File: config.mk
export PLATFORM = sky130hd
export DESIGN_NAME = piecewise_linear_interpolator
export DESIGN_NICKNAME = d
export VERILOG_FILES = /design/src/hdl/pli_pkg.sv /design/src/hdl/pli_table.sv /design/src/hdl/pli_mul.sv /design/src/hdl/pli_div.sv /design/src/hdl/piecewise_linear_interpolator.sv
export VERILOG_INCLUDE_DIRS = /design/src /design/src/hdl
export SDC_FILE = /design/constraint.sdc
export NUM_CORES = 2
export LEC_CHECK = 0
export BUFFER_PORTS_ARGS = -buffer_cell sky130_fd_sc_hd__buf_2
export CORE_ASPECT_RATIO = 1.2
export CORE_MARGIN = 4
export CORE_UTILIZATION = 40
export CTS_CLUSTER_DIAMETER = 40
export DETAILED_ROUTE_END_ITERATION = 8
export MAX_ROUTING_LAYER = met4
export PLACE_DENSITY = 0.54
export SETUP_SLACK_MARGIN = 0.4
export SLEW_MARGIN = 10
export SYNTH_ARGS = -nofsm -noshare
export SYNTH_HDL_FRONTEND = slang
export SYNTH_HIERARCHICAL = 1
export SYNTH_SLANG_ARGS = --single-unit
File: constraint.sdc
create_clock -name clk -period 10.1 [get_ports clk]
set_input_delay 1.515 -clock clk [delete_from_list [all_inputs] [get_ports clk]]
set_output_delay 1.515 -clock clk [all_outputs]
set_load 0.02 [all_outputs]
File: src/hdl/assert_macros.svh
// assertion macros shared by the interpolator rtl
`ifndef ASSERT_MACROS_SVH
`define ASSERT_MACROS_SVH

`ifndef SYNTHESIS
// same-cycle implication
`define ASSERT_IMPLY(lbl, ck, rn, ante, cons) \
    lbl: assert property (@(posedge ck) disable iff (!rn) (ante) |-> (cons)) \
        else $error("same-cycle implication failed");
// next-cycle implication
`define ASSERT_NEXT(lbl, ck, rn, ante, cons) \
    lbl: assert property (@(posedge ck) disable iff (!rn) (ante) |=> (cons)) \
        else $error("next-cycle implication failed");
`else
`define ASSERT_IMPLY(lbl, ck, rn, ante, cons)
`define ASSERT_NEXT(lbl, ck, rn, ante, cons)
`endif

`endif

File: src/hdl/pli_pkg.sv
// shared constants and types of the interpolator
package pli_pkg;

    localparam int TABLE_DEPTH = 16;
    localparam int IDX_W       = $clog2(TABLE_DEPTH);
    localparam int DATA_W      = 32;
    localparam int CNT_W       = 5;
    localparam int STEP_W      = $clog2(DATA_W);

    // request opcodes carried on the operation port
    localparam logic OP_WRITE = 1'b0;
    localparam logic OP_QUERY = 1'b1;

    typedef enum logic [2:0] {
        REG_WRITE  = 3'd0,
        REG_LOW    = 3'd1,
        REG_INTERP = 3'd2,
        REG_HIGH   = 3'd3,
        REG_BAD    = 3'd4
    } region_t;

    typedef struct packed {
        logic busy;
        logic done;
    } unit_stat_t;

endpackage

File: src/hdl/pli_table.sv
// breakpoint storage, one write and one registered read port
module pli_table
(
    input  logic                                  clk,
    input  logic                                  wr_en,
    input  logic [pli_pkg::IDX_W-1:0]             wr_addr,
    input  logic [pli_pkg::DATA_W-1:0]            wr_x,
    input  logic [pli_pkg::DATA_W-1:0]            wr_y,
    input  logic [pli_pkg::IDX_W-1:0]             rd_addr,
    output logic [pli_pkg::DATA_W-1:0]            rd_x,
    output logic [pli_pkg::DATA_W-1:0]            rd_y
);

    logic [pli_pkg::DATA_W-1:0] x_mem [pli_pkg::TABLE_DEPTH];
    logic [pli_pkg::DATA_W-1:0] y_mem [pli_pkg::TABLE_DEPTH];

    always_ff @(posedge clk)
    begin
        if (wr_en)
        begin
            x_mem[wr_addr] <= wr_x;
            y_mem[wr_addr] <= wr_y;
        end
        rd_x <= x_mem[rd_addr];
        rd_y <= y_mem[rd_addr];
    end

endmodule

File: src/hdl/pli_mul.sv
// bit-serial shift-add multiplier, one multiplier bit per cycle
module pli_mul
(
    input  logic                                  clk,
    input  logic                                  rst_n,
    input  logic                                  start,
    input  logic [pli_pkg::DATA_W-1:0]            a,
    input  logic [pli_pkg::DATA_W-1:0]            b,
    output pli_pkg::unit_stat_t                   stat,
    output logic [2*pli_pkg::DATA_W-1:0]          product
);

    logic [pli_pkg::DATA_W-1:0] a_reg, hi_reg, lo_reg, hi_next, lo_next;
    logic [pli_pkg::STEP_W-1:0] cnt_reg, cnt_next;
    logic                       run_reg, run_next, done_reg, done_next;
    logic [pli_pkg::DATA_W:0]   sum;

    always_comb
    begin
        sum       = {1'b0, hi_reg} + (lo_reg[0] ? {1'b0, a_reg} : '0);
        hi_next   = hi_reg;
        lo_next   = lo_reg;
        cnt_next  = cnt_reg;
        run_next  = run_reg;
        done_next = 1'b0;
        if (start)
        begin
            hi_next  = '0;
            lo_next  = b;
            cnt_next = pli_pkg::STEP_W'(pli_pkg::DATA_W - 1);
            run_next = 1'b1;
        end
        else if (run_reg)
        begin
            // add partial product, then shift the pair right one bit
            hi_next = sum[pli_pkg::DATA_W:1];
            lo_next = {sum[0], lo_reg[pli_pkg::DATA_W-1:1]};
            if (cnt_reg == '0)
            begin
                run_next  = 1'b0;
                done_next = 1'b1;
            end
            else
            begin
                cnt_next = cnt_reg - 1'b1;
            end
        end
    end

    always_ff @(posedge clk or negedge rst_n)
    begin
        if (!rst_n)
        begin
            cnt_reg  <= '0;
            run_reg  <= 1'b0;
            done_reg <= 1'b0;
        end
        else
        begin
            cnt_reg  <= cnt_next;
            run_reg  <= run_next;
            done_reg <= done_next;
        end
    end

    always_ff @(posedge clk)
    begin
        if (start)
        begin
            a_reg <= a;
        end
        hi_reg <= hi_next;
        lo_reg <= lo_next;
    end

    assign stat.busy = run_reg;
    assign stat.done = done_reg;
    assign product   = {hi_reg, lo_reg};

endmodule

File: src/hdl/pli_div.sv
// restoring divider, one quotient bit per cycle
module pli_div
(
    input  logic                                  clk,
    input  logic                                  rst_n,
    input  logic                                  start,
    input  logic [2*pli_pkg::DATA_W-1:0]          dividend,
    input  logic [pli_pkg::DATA_W-1:0]            divisor,
    output pli_pkg::unit_stat_t                   stat,
    output logic [pli_pkg::DATA_W-1:0]            quotient
);

    logic [pli_pkg::DATA_W-1:0] den_reg, rem_reg, quo_reg, rem_next, quo_next;
    logic [pli_pkg::STEP_W-1:0] cnt_reg, cnt_next;
    logic                       run_reg, run_next, done_reg, done_next;
    logic [pli_pkg::DATA_W:0]   trial;
    logic [pli_pkg::DATA_W+1:0] diff;
    logic                       fits;

    always_comb
    begin
        trial     = {rem_reg, quo_reg[pli_pkg::DATA_W-1]};
        diff      = {1'b0, trial} - {2'b00, den_reg};
        fits      = !diff[pli_pkg::DATA_W+1];
        rem_next  = rem_reg;
        quo_next  = quo_reg;
        cnt_next  = cnt_reg;
        run_next  = run_reg;
        done_next = 1'b0;
        if (start)
        begin
            // upper half must be below the divisor for the quotient to fit one word; this block does not enforce it
            rem_next = dividend[2*pli_pkg::DATA_W-1:pli_pkg::DATA_W];
            quo_next = dividend[pli_pkg::DATA_W-1:0];
            cnt_next = pli_pkg::STEP_W'(pli_pkg::DATA_W - 1);
            run_next = 1'b1;
        end
        else if (run_reg)
        begin
            rem_next = fits ? diff[pli_pkg::DATA_W-1:0] : trial[pli_pkg::DATA_W-1:0];
            quo_next = {quo_reg[pli_pkg::DATA_W-2:0], fits};
            if (cnt_reg == '0)
            begin
                run_next  = 1'b0;
                done_next = 1'b1;
            end
            else
            begin
                cnt_next = cnt_reg - 1'b1;
            end
        end
    end

    always_ff @(posedge clk or negedge rst_n)
    begin
        if (!rst_n)
        begin
            cnt_reg  <= '0;
            run_reg  <= 1'b0;
            done_reg <= 1'b0;
        end
        else
        begin
            cnt_reg  <= cnt_next;
            run_reg  <= run_next;
            done_reg <= done_next;
        end
    end

    always_ff @(posedge clk)
    begin
        if (start)
        begin
            den_reg <= divisor;
        end
        rem_reg <= rem_next;
        quo_reg <= quo_next;
    end

    assign stat.busy = run_reg;
    assign stat.done = done_reg;
    assign quotient  = quo_reg;

endmodule

File: src/hdl/piecewise_linear_interpolator.sv
// top level: breakpoint table, scan sequencer and serial interpolation datapath
//
//  channel   | direction | handshake              | payload
//  ----------+-----------+------------------------+-------------------------------------------
//  request   | in        | start high, busy low   | operation, point_index, point_x/y, query_x
//  result    | out       | done, one cycle        | value, region
//  config    | in        | cfg_valid & cfg_ready  | cfg_data (point count)
//
// a write request stores its breakpoint at the accept edge; its result shows the next cycle
// a query scans each breakpoint with a registered table read, then a compare
// an interpolated query adds prep, multiply, divide and sum states after the scan
//   (each serial unit runs 32 bit steps, then strobes done)
// the serial multiplier and divider, one bit per cycle, set the interpolation time
// rst_n clears the sequencer and point count (to 1); table contents stay undefined
// done is a one-cycle strobe; the receiver cannot stall, busy is the only back pressure
`include "assert_macros.svh"

module piecewise_linear_interpolator
(
    input  logic                                  clk,
    input  logic                                  rst_n,
    // request channel
    input  logic                                  start,
    output logic                                  busy,
    input  logic                                  operation,
    input  logic [3:0]                            point_index,
    input  logic signed [31:0]                    point_x,
    input  logic signed [31:0]                    point_y,
    input  logic signed [31:0]                    query_x,
    // result channel
    output logic                                  done,
    output logic signed [31:0]                    value,
    output logic [2:0]                            region,
    // configuration channel
    input  logic                                  cfg_valid,
    output logic                                  cfg_ready,
    input  logic [pli_pkg::CNT_W-1:0]             cfg_data
);

    typedef enum logic [6:0] {
        ST_IDLE = 7'b0000001,
        ST_READ = 7'b0000010,
        ST_CMP  = 7'b0000100,
        ST_PREP = 7'b0001000,
        ST_MUL  = 7'b0010000,
        ST_DIV  = 7'b0100000,
        ST_SUM  = 7'b1000000
    } state_t;

    localparam int DW = pli_pkg::DATA_W;
    localparam int IW = pli_pkg::IDX_W;

    state_t                    state_reg, state_next;
    logic [pli_pkg::CNT_W-1:0] cnt_reg, cnt_next;
    logic [IW-1:0]             k_reg, k_next, last_reg, last_next;
    logic                      done_reg, done_next;
    pli_pkg::region_t          region_reg, region_next;
    logic [DW-1:0]             value_reg, value_next;
    logic [DW-1:0]             q_reg, q_next, x0_reg, x0_next, y0_reg, y0_next;
    logic [DW-1:0]             den_reg, den_next;
    logic                      neg_reg, neg_next;

    // request decode
    logic                      req_accept, req_write, wr_ok, wr_en;
    logic [IW-1:0]             wr_addr, last_idx;

    // table read port
    logic [DW-1:0]             rd_x, rd_y;

    // segment prep
    logic [DW:0]               den_c, dx_c;
    logic                      y_up;
    logic [DW-1:0]             mag_c;
    logic                      den_pos;

    // serial units
    logic                      mul_start, div_start;
    pli_pkg::unit_stat_t       mul_stat, div_stat;
    logic [2*DW-1:0]           mul_prod;
    logic [DW-1:0]             div_quo;

    // final sum and saturation
    logic [DW+1:0]             res_c;
    logic [DW-1:0]             sat_c;

    assign req_accept = start && !busy;
    assign req_write  = req_accept && (operation == pli_pkg::OP_WRITE);
    assign wr_ok      = 32'(point_index) < pli_pkg::TABLE_DEPTH;
    assign wr_en      = req_write && wr_ok;
    assign wr_addr    = IW'(point_index);

    // count in use, clamped to the table (zero acts as one); kept as the last index to scan
    always_comb
    begin
        if (cnt_reg == '0)
        begin
            last_idx = '0;
        end
        else if (32'(cnt_reg) > pli_pkg::TABLE_DEPTH)
        begin
            last_idx = IW'(pli_pkg::TABLE_DEPTH - 1);
        end
        else
        begin
            last_idx = IW'(cnt_reg - 1'b1);
        end
    end

    pli_table u_table
    (
        .clk     (clk),
        .wr_en   (wr_en),
        .wr_addr (wr_addr),
        .wr_x    (point_x),
        .wr_y    (point_y),
        .rd_addr (k_reg),
        .rd_x    (rd_x),
        .rd_y    (rd_y)
    );

    // segment from (x0, y0) held in registers to (x1, y1) still on the read port
    always_comb
    begin
        den_c   = {rd_x[DW-1], rd_x} - {x0_reg[DW-1], x0_reg};
        dx_c    = {q_reg[DW-1], q_reg} - {x0_reg[DW-1], x0_reg};
        den_pos = !den_c[DW] && (den_c[DW-1:0] != '0);
        y_up    = $signed(rd_y) >= $signed(y0_reg);
        mag_c   = y_up ? (rd_y - y0_reg) : (y0_reg - rd_y);
    end

    assign mul_start = (state_reg == ST_PREP) && den_pos;
    assign div_start = (state_reg == ST_MUL) && mul_stat.done;

    pli_mul u_mul
    (
        .clk     (clk),
        .rst_n   (rst_n),
        .start   (mul_start),
        .a       (mag_c),
        .b       (dx_c[DW-1:0]),
        .stat    (mul_stat),
        .product (mul_prod)
    );

    pli_div u_div
    (
        .clk      (clk),
        .rst_n    (rst_n),
        .start    (div_start),
        .dividend (mul_prod),
        .divisor  (den_reg),
        .stat     (div_stat),
        .quotient (div_quo)
    );

    // y0 plus or minus the quotient, saturated to one word
    always_comb
    begin
        res_c = neg_reg ? ({{2{y0_reg[DW-1]}}, y0_reg} - {2'b00, div_quo})
                        : ({{2{y0_reg[DW-1]}}, y0_reg} + {2'b00, div_quo});
        if ((res_c[DW+1] == res_c[DW]) && (res_c[DW] == res_c[DW-1]))
        begin
            sat_c = res_c[DW-1:0];
        end
        else if (res_c[DW+1])
        begin
            sat_c = {1'b1, {(DW-1){1'b0}}};
        end
        else
        begin
            sat_c = {1'b0, {(DW-1){1'b1}}};
        end
    end

    // sequencer
    always_comb
    begin
        state_next  = state_reg;
        cnt_next    = cnt_reg;
        k_next      = k_reg;
        last_next   = last_reg;
        done_next   = 1'b0;
        region_next = region_reg;
        value_next  = value_reg;
        q_next      = q_reg;
        x0_next     = x0_reg;
        y0_next     = y0_reg;
        den_next    = den_reg;
        neg_next    = neg_reg;

        if (cfg_valid && cfg_ready)
        begin
            cnt_next = cfg_data;
        end

        case (state_reg)
            ST_IDLE:
            begin
                if (req_accept)
                begin
                    if (operation == pli_pkg::OP_WRITE)
                    begin
                        // write finishes without leaving idle
                        done_next   = 1'b1;
                        value_next  = '0;
                        region_next = pli_pkg::REG_WRITE;
                    end
                    else
                    begin
                        q_next     = query_x;
                        k_next     = '0;
                        last_next  = last_idx;
                        state_next = ST_READ;
                    end
                end
            end
            ST_READ:
            begin
                state_next = ST_CMP;
            end
            ST_CMP:
            begin
                if ($signed(q_reg) <= $signed(rd_x))
                begin
                    if (k_reg == '0)
                    begin
                        done_next   = 1'b1;
                        value_next  = rd_y;
                        region_next = pli_pkg::REG_LOW;
                        state_next  = ST_IDLE;
                    end
                    else
                    begin
                        state_next = ST_PREP;
                    end
                end
                else if (k_reg == last_reg)
                begin
                    done_next   = 1'b1;
                    value_next  = rd_y;
                    region_next = pli_pkg::REG_HIGH;
                    state_next  = ST_IDLE;
                end
                else
                begin
                    // remember this entry as the left end of the next segment
                    x0_next    = rd_x;
                    y0_next    = rd_y;
                    k_next     = k_reg + 1'b1;
                    state_next = ST_READ;
                end
            end
            ST_PREP:
            begin
                if (den_pos)
                begin
                    den_next   = den_c[DW-1:0];
                    neg_next   = !y_up;
                    state_next = ST_MUL;
                end
                else
                begin
                    done_next   = 1'b1;
                    value_next  = y0_reg;
                    region_next = pli_pkg::REG_BAD;
                    state_next  = ST_IDLE;
                end
            end
            ST_MUL:
            begin
                if (mul_stat.done)
                begin
                    state_next = ST_DIV;
                end
            end
            ST_DIV:
            begin
                if (div_stat.done)
                begin
                    state_next = ST_SUM;
                end
            end
            ST_SUM:
            begin
                done_next   = 1'b1;
                value_next  = sat_c;
                region_next = pli_pkg::REG_INTERP;
                state_next  = ST_IDLE;
            end
            default:
            begin
                state_next = ST_IDLE;
            end
        endcase
    end

    always_ff @(posedge clk or negedge rst_n)
    begin
        if (!rst_n)
        begin
            state_reg  <= ST_IDLE;
            cnt_reg    <= pli_pkg::CNT_W'(1);
            k_reg      <= '0;
            last_reg   <= '0;
            done_reg   <= 1'b0;
            region_reg <= pli_pkg::REG_WRITE;
        end
        else
        begin
            state_reg  <= state_next;
            cnt_reg    <= cnt_next;
            k_reg      <= k_next;
            last_reg   <= last_next;
            done_reg   <= done_next;
            region_reg <= region_next;
        end
    end

    always_ff @(posedge clk)
    begin
        value_reg <= value_next;
        q_reg     <= q_next;
        x0_reg    <= x0_next;
        y0_reg    <= y0_next;
        den_reg   <= den_next;
        neg_reg   <= neg_next;
    end

    assign busy      = (state_reg != ST_IDLE);
    assign cfg_ready = 1'b1;
    assign done      = done_reg;
    assign value     = value_reg;
    assign region    = region_reg;

    // a query request always leaves idle
    `ASSERT_NEXT(a_query_busy, clk, rst_n, req_accept && (operation == pli_pkg::OP_QUERY), busy)
    // a write request answers on the next cycle with a cleared value
    `ASSERT_NEXT(a_write_done, clk, rst_n, req_write, done && (region == pli_pkg::REG_WRITE) && (value == '0))
    // every result is given back in idle
    `ASSERT_IMPLY(a_done_idle, clk, rst_n, done, !busy)
    // multiplier finishes only while the sequencer waits for it
    `ASSERT_IMPLY(a_mul_owned, clk, rst_n, mul_stat.done, state_reg == ST_MUL)
    // divider is never started while the multiplier still runs
    `ASSERT_IMPLY(a_div_order, clk, rst_n, div_start, !mul_stat.busy)
    // divider runs only while the sequencer waits for it
    `ASSERT_IMPLY(a_div_owned, clk, rst_n, div_stat.busy, state_reg == ST_DIV)

endmodule
==> results.yml <==
run_status:
  status: "complete, no violations"
worst_setup_path:
  critical_path_class: "reg -> reg"
  crit_fanout: 20
  critPathLaunchType: "flip-flop"
  worstSetupEndpointType: "flip-flop"
  worstPathRequired_ns: 10.63
  cp.arrival_ns: 6.81
yosys:
  synth_nets: 5123
  ys_warn_count: 6
  syn_avg_cell_area_um2: 14.53
  synth_cells: 4743
  synthesis.area_um2: 68900
global_route:
  grt_antenna_before_repair: 35
  top_usage_layer: "met2"
  grt_max_degree: 80
  first_global_vias: 42013
  met2_usage: 0.3463
  grt_pass1_wl_um: 278100
  grt_usage: 0.2142
  grt.overflow.total: 0
  grtUsageMet1: 0.2811
  met3_usage: 0.03468
detailed_routing:
  viasPerCell: 5.598
  drcViolationCount: 0
  drt-wirelength-per-cell_um: 25.60
  dr_total_vias: 41445
  drtIter0Drc: 3112
  first_pass_iters: 5
  postRouteAntennaNets: 0
  drt-total-wl_um: 189500
pwr:
  power_density_nw_per_um2: 180.4
  p_leak_nw: 27.64
  peakVddDrop_uv: 181.8
layout:
  nNetsFinal: 5329
  drive_above_1_share: 0.1890
  reg.largest.list: "u_table/x_mem (512), u_table/y_mem (512)"
  syn_to_final_growth_pct: 14.40
  postLayoutCoreUtil: 0.4611
clocking:
  cts.sinks: 1479
  cts_tree: "built"
  cts_buffer_depth: 3
  cts_inserted_buffers: 192
  htree_levels: 4
  cts-root-buf: "clkbuf_16"
  postCtsSetupBuffers: 0
  postCtsHoldBufs: 0
  clock_latency_ns: 0.84
  postCtsResizedCells: 0
  clk_pin_slew_ns: 0.06
placed_design:
  port_buffers: 146
  place_congestion: 0.8992
  place_hpwl_um: 121500
timing:
  period_share: 0.6216
  hold_viol_final: 0
  period_minus_slack_ns: 6.278
  setup_violations: 0
  rsz0062_at_grt: "false"
  drv_slew: 0
  worstMarginPinSlew_ns: 1.185
  max_freq_mhz: 159.3
  skew_ns: 0.06603
  tns_ns: 0
  timing.slew.headroom: 0.2042
die:
  die_y_um: 462.6
  die-width_um: 386.9
  core_area_um2: 170900
  start_util: 0.4031
  rows: 166
  dieArea_um2: 179000
  io_pins: 148
run:
  maxCapViolCount: 0
worst_hold_path:
  hold_path_class: "reg -> reg"
==> routing by layer <==
layer  wire (um)  up-vias
met5           0        -
met4        5277        0
met3        9728      294
met2       91970     1078
met1       82560    21165
li1            -    18908
==> stage by stage <==
stage	setup slack, ns	cells	power [W]	area (um2)	hold WS (ns)
2_1_floorplan	2.864	4743	0.007206	68900	0.4003
5_1_grt	3.307	7401	0.01471	78820	0.4098
6_report	3.822	7403	0.01422	78820	0.3958
3_3_place_gp	4.051	7023	0.007438	72140	0.4036
4_1_cts	3.878	7380	0.01439	78760	0.4004
3_5_place_dp	3.931	7023	0.007444	72140	0.4045
==> area by class of cell <==
type                       instances  area [um2]
fill                           14927       92110
sequential                      1479       43270
multi-input combinational       2835       23960
clock buffer                     235        5090
tap                             2268        2838
clock inverter                   122        1533
timing repair buffer             206        1194
inverter                         235       882.1
antenna                           23       57.56
==> report_power, final <==
group,switching [W],total (W),internal [W],leakage [nW]
logic,0.000336,0.000527,0.000191,11.0
registers,0.0000524,0.00679,0.00673,13.4
clock network,0.00277,0.00690,0.00413,3.19
total,0.00316,0.0142,0.0111,27.6
==> path summary, 6_finish.rpt <==
| kind | from | end | slack (ns) | cells past startpoint |
|---|---|---|---|---|
| min in group asynchronous | rst_n | u_mul/run_reg | 0.80 | 2 |
| max in group asynchronous | rst_n | k_reg[1] | 8.71 | 2 |
| min | den_reg[24] | u_div/den_reg[24] | 0.40 | 0 |
| max reg2reg | u_div/quotient[3] | value[25] | 3.82 | 17 |
| min reg2reg | den_reg[24] | u_div/den_reg[24] | 0.40 | 0 |
| max | u_div/quotient[3] | value[25] | 3.82 | 17 |
==> worst max-delay path, stage by stage, from the launching register on <==
cell and delay (ns):
edfxtp_1 0.46, or3_1 0.41, nor3b_1 0.80, a31oi_1 0.21, xnor2_1 0.18, ha_1 0.37
a21oi_1 0.26, nand2_1 0.10, nor3_1 0.17, a21oi_1 0.19, a2111oi_2 0.47, o31a_1 0.30
o221ai_1 0.20, xnor2_2 0.68, o21ai_2 0.20, nand2_1 0.53, nor2_1 0.10, or3_1 0.34
==> layout by cell type, fill, tap and decap left out, types with 26 or more instances in the layout <==
cell          n
a21o_1       98
a21oi_1     313
a22oi_1     148
and2_1       56
and3_1       33
buf_2       146
buf_4        59
clkbuf_1     34
clkbuf_16   195
dfrtp_1      34
dfxtp_1      96
edfxtp_1   1345
ha_1        263
inv_1       232
mux2_2       94
mux2i_1      26
mux4_2      256
nand2_1     270
nand2b_1     37
nand3_1      61
nand4_1      43
nor2_1      213
nor2b_1      40
nor3_1       65
o21a_1       28
o21ai_0     188
o21bai_1     37
xnor2_1     149
xor2_1       43
(Power assumes the default switching activity.)
